[src/hdl/kmph_pkg.sv]
// ----------------------------------------------------------------------------
// kmph_pkg
// shared constants, phase codes and the item record passed along the key chain
// ----------------------------------------------------------------------------
`timescale 1ns / 1ps

package kmph_pkg;

    localparam int KEY_ROWS  = 2;
    localparam int KEY_COLS  = 7;
    localparam int NUM_KEYS  = KEY_ROWS * KEY_COLS;
    localparam int TIME_W    = 32;
    localparam int CFG_W     = 16;
    localparam int CFG_IDX_W = 8;

    localparam int S_TDATA_W = ((NUM_KEYS + TIME_W + 7) / 8) * 8;
    localparam int M_TDATA_W = ((2 + 2 * NUM_KEYS + 7) / 8) * 8;

    // register indexes
    localparam logic [CFG_IDX_W-1:0] REG_MIN_SCAN = CFG_IDX_W'(0);
    localparam logic [CFG_IDX_W-1:0] REG_HOLD     = CFG_IDX_W'(1);

    localparam logic [CFG_W-1:0] MIN_SCAN_RESET = CFG_W'(10);
    localparam logic [CFG_W-1:0] HOLD_RESET     = CFG_W'(500);

    // per-key phase codes
    localparam logic [1:0] PH_IDLE     = 2'd0;
    localparam logic [1:0] PH_PRESSED  = 2'd1;
    localparam logic [1:0] PH_HOLD     = 2'd2;
    localparam logic [1:0] PH_RELEASED = 2'd3;

    typedef struct packed {
        logic                valid;
        logic                scanned;
        logic                active;
        logic [NUM_KEYS-1:0] closed;
        logic [NUM_KEYS-1:0] short_mask;
        logic [NUM_KEYS-1:0] long_mask;
        logic [TIME_W-1:0]   now_ms;
    } kmph_item_t;

endpackage

[src/hdl/kmph_gate.sv]
// ----------------------------------------------------------------------------
// kmph_gate
// scan interval gate: tags each sample as processed or rejected, head register
// ----------------------------------------------------------------------------
`timescale 1ns / 1ps

module kmph_gate
    import kmph_pkg::*;
(
    input  logic                clk,
    input  logic                rst_n,
    input  logic                in_valid,
    output logic                in_ready,
    input  logic [NUM_KEYS-1:0] key_closed_mask,
    input  logic [TIME_W-1:0]   now_ms,
    input  logic [CFG_W-1:0]    min_scan_interval_ms,
    input  logic                down_ready,
    output kmph_item_t          item
);

    kmph_item_t        item_reg;
    kmph_item_t        item_next;
    logic [TIME_W-1:0] last_scan_reg;
    logic [TIME_W-1:0] last_scan_next;
    logic [TIME_W-1:0] elapsed;
    logic              pass;
    logic              take;

    assign in_ready = !item_reg.valid || down_ready;
    assign take     = in_valid && in_ready;
    assign elapsed  = now_ms - last_scan_reg;
    assign pass     = elapsed > TIME_W'(min_scan_interval_ms);

    always_comb
    begin
        item_next            = item_reg;
        last_scan_next       = last_scan_reg;
        if (in_ready)
        begin
            item_next.valid      = in_valid;
            item_next.scanned    = pass;
            item_next.active     = 1'b0;
            item_next.closed     = key_closed_mask;
            item_next.short_mask = '0;
            item_next.long_mask  = '0;
            item_next.now_ms     = now_ms;
        end
        if (take && pass)
        begin
            last_scan_next = now_ms;
        end
    end

    always_ff @(posedge clk or negedge rst_n)
    begin
        if (!rst_n)
        begin
            item_reg      <= '0;
            last_scan_reg <= '0;
        end
        else
        begin
            item_reg      <= item_next;
            last_scan_reg <= last_scan_next;
        end
    end

    assign item = item_reg;

endmodule

[src/hdl/kmph_cell.sv]
// ----------------------------------------------------------------------------
// kmph_cell
// one key: phase machine and press start time, steps as a scan passes through
// ----------------------------------------------------------------------------
`timescale 1ns / 1ps

module kmph_cell
    import kmph_pkg::*;
(
    input  logic             clk,
    input  logic             rst_n,
    input  kmph_item_t       item_in,
    output logic             up_ready,
    input  logic [CFG_W-1:0] hold_threshold_ms,
    input  logic             down_ready,
    output kmph_item_t       item_out
);

    kmph_item_t        item_reg;
    kmph_item_t        item_next;
    logic [1:0]        phase_reg;
    logic [1:0]        phase_next;
    logic [TIME_W-1:0] start_reg;
    logic [TIME_W-1:0] start_next;
    logic [TIME_W-1:0] elapsed;
    logic              closed;
    logic              load;
    logic              short_bit;
    logic              long_bit;
    logic              active;

    assign up_ready = !item_reg.valid || down_ready;
    assign load     = item_in.valid && up_ready;
    // this cell always looks at bit zero; the mask shifts one place per cell
    assign closed   = item_in.closed[0];
    assign elapsed  = item_in.now_ms - start_reg;

    always_comb
    begin
        phase_next = phase_reg;
        start_next = start_reg;
        short_bit  = 1'b0;
        long_bit   = 1'b0;
        active     = item_in.active;
        if (load && item_in.scanned)
        begin
            unique case (phase_reg)
                PH_IDLE:
                begin
                    if (closed)
                    begin
                        phase_next = PH_PRESSED;
                        start_next = item_in.now_ms;
                        active     = 1'b1;
                    end
                end
                PH_PRESSED:
                begin
                    // hold check wins over an opening in the same scan
                    if (elapsed > TIME_W'(hold_threshold_ms))
                    begin
                        phase_next = PH_HOLD;
                        active     = 1'b1;
                    end
                    else if (!closed)
                    begin
                        phase_next = PH_RELEASED;
                        short_bit  = 1'b1;
                        active     = 1'b1;
                    end
                end
                PH_HOLD:
                begin
                    if (!closed)
                    begin
                        phase_next = PH_RELEASED;
                        long_bit   = 1'b1;
                        active     = 1'b1;
                    end
                end
                PH_RELEASED:
                begin
                    phase_next = PH_IDLE;
                end
                default:
                begin
                    phase_next = PH_IDLE;
                end
            endcase
        end
    end

    always_comb
    begin
        item_next = item_reg;
        if (up_ready)
        begin
            item_next.valid      = item_in.valid;
            item_next.scanned    = item_in.scanned;
            item_next.active     = active;
            item_next.closed     = item_in.closed >> 1;
            // own bit enters at the top; after the last cell key zero sits at bit zero
            item_next.short_mask = {short_bit, item_in.short_mask[NUM_KEYS-1:1]};
            item_next.long_mask  = {long_bit, item_in.long_mask[NUM_KEYS-1:1]};
            item_next.now_ms     = item_in.now_ms;
        end
    end

    always_ff @(posedge clk or negedge rst_n)
    begin
        if (!rst_n)
        begin
            item_reg  <= '0;
            phase_reg <= PH_IDLE;
            start_reg <= '0;
        end
        else
        begin
            item_reg  <= item_next;
            phase_reg <= phase_next;
            start_reg <= start_next;
        end
    end

    assign item_out = item_reg;

endmodule

[src/hdl/key_matrix_press_hold_classifier.sv]
// ----------------------------------------------------------------------------
// key_matrix_press_hold_classifier
// classifies matrix key presses into short and long releases per scan
// ----------------------------------------------------------------------------
// usage:
//   s_* takes one matrix sample per transfer: closure bitmap plus ms timestamp.
//   m_* returns exactly one result per sample, in order: scanned flag,
//   activity flag, short release mask and long release mask.
//   cfg_* writes the scan interval (index 0) and hold threshold (index 1);
//   other indexes are ignored. write only while no sample is in flight.
// pipeline: between the input transfer and m_tvalid lie one gate register
//   plus one register per key cell, 14 cells in a row.
// throughput: one sample per cycle while m_tready is high; each cell steps its
//   key once per scanned sample, so the chain keeps 15 samples in flight.
// reset: all keys idle, press times and last scan time zero, interval 10 ms,
//   hold threshold 500 ms, no result pending.
// stall: a stalled m_* holds its result; the chain keeps filling its empty
//   stages, and s_tready drops only when every stage holds a sample.
// ----------------------------------------------------------------------------
`timescale 1ns / 1ps

module key_matrix_press_hold_classifier
    import kmph_pkg::*;
(
    input  logic                 clk,
    input  logic                 rst_n,
    input  logic                 s_tvalid,
    output logic                 s_tready,
    input  logic [S_TDATA_W-1:0] s_tdata,   // key_closed_mask, now_ms
    output logic                 m_tvalid,
    input  logic                 m_tready,
    output logic [M_TDATA_W-1:0] m_tdata,   // scanned, activity, short_release_mask,
                                            // long_release_mask
    input  logic                 cfg_valid,
    output logic                 cfg_ready,
    input  logic [CFG_IDX_W-1:0] cfg_index,
    input  logic [CFG_W-1:0]     cfg_data
);

    logic [CFG_W-1:0] min_scan_reg;
    logic [CFG_W-1:0] min_scan_next;
    logic [CFG_W-1:0] hold_reg;
    logic [CFG_W-1:0] hold_next;
    kmph_item_t       chain [NUM_KEYS+1];
    logic [NUM_KEYS:0] rdy;
    kmph_item_t       last_item;

    assign cfg_ready = 1'b1;

    always_comb
    begin
        min_scan_next = min_scan_reg;
        hold_next     = hold_reg;
        if (cfg_valid)
        begin
            unique case (cfg_index)
                REG_MIN_SCAN: min_scan_next = cfg_data;
                REG_HOLD:     hold_next     = cfg_data;
                default:      ;
            endcase
        end
    end

    always_ff @(posedge clk or negedge rst_n)
    begin
        if (!rst_n)
        begin
            min_scan_reg <= MIN_SCAN_RESET;
            hold_reg     <= HOLD_RESET;
        end
        else
        begin
            min_scan_reg <= min_scan_next;
            hold_reg     <= hold_next;
        end
    end

    kmph_gate u_gate (
        .clk                  (clk),
        .rst_n                (rst_n),
        .in_valid             (s_tvalid),
        .in_ready             (s_tready),
        .key_closed_mask      (s_tdata[NUM_KEYS-1:0]),
        .now_ms               (s_tdata[NUM_KEYS +: TIME_W]),
        .min_scan_interval_ms (min_scan_reg),
        .down_ready           (rdy[0]),
        .item                 (chain[0])
    );

    for (genvar k = 0; k < NUM_KEYS; k++)
    begin : g_cell
        kmph_cell u_cell (
            .clk               (clk),
            .rst_n             (rst_n),
            .item_in           (chain[k]),
            .up_ready          (rdy[k]),
            .hold_threshold_ms (hold_reg),
            .down_ready        (rdy[k+1]),
            .item_out          (chain[k+1])
        );
    end

    assign rdy[NUM_KEYS] = m_tready;
    assign last_item     = chain[NUM_KEYS];
    assign m_tvalid      = last_item.valid;
    assign m_tdata       = M_TDATA_W'({last_item.long_mask, last_item.short_mask,
                                       last_item.active, last_item.scanned});

endmodule

[config.mk]
export PLATFORM = sky130hd
export DESIGN_NAME = key_matrix_press_hold_classifier
export DESIGN_NICKNAME = d
export VERILOG_FILES = /design/src/hdl/kmph_pkg.sv /design/src/hdl/kmph_gate.sv /design/src/hdl/kmph_cell.sv /design/src/hdl/key_matrix_press_hold_classifier.sv
export SDC_FILE = /design/constraint.sdc
export NUM_CORES = 2
export LEC_CHECK = 0
export ABC_AREA = 1
export BUFFER_PORTS_ARGS = -buffer_cell sky130_fd_sc_hd__buf_2
export CORE_MARGIN = 8
export CORE_UTILIZATION = 33
export DETAILED_ROUTE_END_ITERATION = 7
export GPL_TIMING_DRIVEN = 0
export SETUP_SLACK_MARGIN = 0.5
export SYNTH_ARGS = -nofsm -noshare
export SYNTH_HDL_FRONTEND = slang
export SYNTH_SLANG_ARGS = --single-unit
export TNS_END_PERCENT = 50
[constraint.sdc]
create_clock -name clk -period 9.65 [get_ports clk]
set_input_delay 1.4475 -clock clk [delete_from_list [all_inputs] [get_ports clk]]
set_output_delay 1.4475 -clock clk [all_outputs]
set_load 0.01 [all_outputs]
==> impl_metrics.csv <==
group,metric,value,unit
cts,postCtsSetupRepairBufs,0,
synth,synthFlopType,"dfrtp_1",
detailed_routing,num_vias,83500,
die,core,278000,um2
cts,root_buffer,"clkbuf_16",
synth,yosysWarningCount,0,
placed_design,io_buffers,106,
detailed_routing,drt_iter0_drc,6380,
placed_design,post-dp-hpwl,231000,um
timing,setup_tns,0,ns
timing,rsz0062_at_grt,"false",
cts,cts.hold.buffers_added,0,
cts,numCtsBuffers,164,
timing,setup_violations,0,
timing,worst_pin_slew,1.06,ns
placed_design,place.gp.congestion,0.944,
global_route,gr-usage-all-layers,19.0,%
cells_and_area,largest_reg_flops,759,
cells_and_area,utilization,37.1,%
cells_and_area,nNetsFinal,14800,
worst_setup_path,cp_data_arrival_time,4.47,ns
run_status,status,"finished clean",
cts,cts_tree,"done",
detailed_routing,wl_per_cell,16.1,um
worst_setup_path,cp_num_cells,17,
timing,timing.final.crit_share,61.3,%
die,die_x,544,um
min_path,hold_class,"primary input to asynchronous set/reset pin",
cts,cts.clk_slew.worst_paths,0.05,ns
worst_setup_path,reg2reg_depth,22,
die,dieArea,296000,um2
detailed_routing,via_per_inst,4.68,
global_route,grt_overflow,0,
cells_and_area,drive_gt1_share,3.75,%
power_and_ir_drop,cellPowerDensity,371,nW/um2
timing,clock-skew-final,0.105,ns
worst_setup_path,worstSetupPathType,"primary input to primary output",
die,die_h,544,um
synth,syn_area,92000,um2
die,pin_count,112,
timing,slew_headroom,29.3,%
power_and_ir_drop,p_leak,56.7,nW
die,start_util,33.0,%
cells_and_area,layout_common_cells,"nand2_1, inv_1, dfrtp_1, o21ai_0, nor2_1",
cts,cts_sinks,1347,
run,drv_cap,0,
synth,synthCells,13700,
power_and_ir_drop,power.total,38.3,mW
detailed_routing,ant_nets,0,
synth,ys_ff_latch,1347,
timing,hold_viol,0,
synth,synth-edff-count,0,
power_and_ir_drop,irDropWorstVdd,0.170,mV
worst_setup_path,start_kind,"primary input",
timing,fin_crit,5.92,ns
synth,syn_avg_cell_area,6.71,um2
cells_and_area,final_common_cell,"nand2_1",
global_route,grt_pass1_vias,79200,
die,fp-row-count,194,
worst_setup_path,path_cells,"buf_2 > inv_1 > nand2_1 > nor2_2 > nand2_2 > nor2_8 > nand2_4 > nor2_8 > nand2_2 > nor2_8 > nand3_4 > nor2_2 > nand4_2 > inv_2 > nand2_2 > clkbuf_1 > buf_2",
worst_setup_path,rr_startpoint,"g_cell[4].u_cell.item_out[0]",
global_route,grt_pass1_wl,451000,um
timing,maxSlewViolCount,0,
detailed_routing,first_pass_iters,8,
synth,synth_cell_type_count,50,
worst_setup_path,critical_path_required,8.20,ns
worst_setup_path,cp_max_fo,10,
cells_and_area,area_growth,12.3,%
cts,cts_max_path_buffers,4,
worst_setup_path,critPathTopFamily,"simple AND/OR/NAND/NOR gates",
synth,ys_seq_area_share,36.6,%
timing,fmax,0.169,GHz
global_route,grt_max_degree,162,
worst_setup_path,path_buf_inv,5,
global_route,antenna_found_initial,8,
cts,cts_resized,0,
worst_setup_path,r2r_slack,5.37,ns
worst_setup_path,crit_path_end_kind,"primary output",
worst_setup_path,r2r-end,"g_cell[5].u_cell.phase_reg[0]",
synth,async_flop_share,100,%
worst_setup_path,cp_slowest_stage_delay,0.25,ns
detailed_routing,drt_wl_total,287000,um
worst_setup_path,slowest_stage,"nor2_2",
cts,cts_max_level,4,
detailed_routing,drc,0,
cts,insertion_delay,0.88,ns
-- final cells by class --
type	instances	area [um2]
Buffer	298	1300
Multi-Input combinational cell	9767	48400
Inverter	2298	8630
Timing Repair Buffer	134	1160
Antenna cell	6	15.0
Tap cell	3724	4660
Fill cell	30100	175000
Sequential cell	1347	33700
Clock buffer	210	4550
Clock inverter	74	932
-- metrics by stage --
| step | cell area (um2) | worst slack, ns | std cells | hold slack [ns] |
|---|---|---|---|---|
| floorplan | 92000 | 5.02 | 13700 | 0.442 |
| global placement | 97200 | -23.51 | 17500 | 0.451 |
| detailed placement | 97900 | 3.71 | 17600 | 0.456 |
| CTS | 103000 | 3.71 | 17900 | 0.339 |
| global route | 103000 | 3.46 | 17900 | 0.369 |
| finish | 103000 | 3.73 | 17900 | 0.394 |
-- cell families (layout without fill, tap and decap cells) --
kind of cell    Yosys count  count (layout)  share of synthesized area (%)
xor+xnor                243             243                           2.31
mux                       5               5                         0.0612
other cells               2               9                        0.00816
simple gates           7020            7020                           30.3
fa+ha+maj               720             720                           9.91
compound gates         1776            1776                           10.0
flops                  1347            1347                           36.6
buf+inv                2596            3014                           10.8
-- cells in the mapped netlist, types with 34 or more instances --
cell / n / area share [%]
o21ai_0: 1023 / 5.6
nor3_1: 112 / 0.61
dfrtp_1: 1339 / 36
inv_1: 2285 / 9.3
xor2_1: 213 / 2.0
nor2_1: 891 / 3.6
nand3b_1: 34 / 0.28
nand2_1: 5246 / 21
clkbuf_1: 222 / 0.91
buf_4: 41 / 0.33
nand3_1: 584 / 3.2
a21oi_1: 544 / 3.0
nand4_1: 76 / 0.52
ha_1: 705 / 9.6
o21bai_1: 45 / 0.37
o21ai_1: 69 / 0.38
-- per-layer routing --
layer	GRT usage, %	share of wire (%)	up-vias
met4	5.59	3.3	4
met5	0	0.0080	-
met2	30.8	44	1765
li1	-	-	43200
met3	2.03	4.7	395
met1	26.6	48	38100
-- how the worst max path moves through the flow --
| stage | from | to | slack, ns |
|---|---|---|---|
| after floorplan | m_tready | s_tready | 5.02 |
| after global placement | rst_n | g_cell[0].u_cell.start_reg[17] | -23.51 |
| after detailed placement | m_tready | s_tready | 3.71 |
| after CTS | m_tready | s_tready | 3.71 |
| after global routing | m_tready | s_tready | 3.46 |
| final | m_tready | s_tready | 3.73 |
-- worst reg2reg max path: stages (launching register included) --
cell	delay, ns
dfrtp_1	0.35
inv_1	0.10
ha_1	0.25
fa_1	0.41
o21ai_0	0.51
nand2_1	0.10
nand2_1	0.17
nand2_1	0.07
nand2_1	0.14
xor2_1	0.09
ha_1	0.28
nand2_1	0.07
inv_1	0.05
nand3_1	0.11
nor2_1	0.26
nand3_1	0.11
nand2_1	0.16
nand3_1	0.10
nor2_1	0.11
nand3b_1	0.08
nor2_1	0.40
nand3_1	0.15
a21oi_1	0.15
-- power breakdown --
group	internal, mW	total (mW)	switching [mW]
logic	7.91	22.7	14.8
clock network	3.81	6.40	2.59
registers	7.56	9.21	1.65
Note: power is estimated with default switching activity, not from simulation.
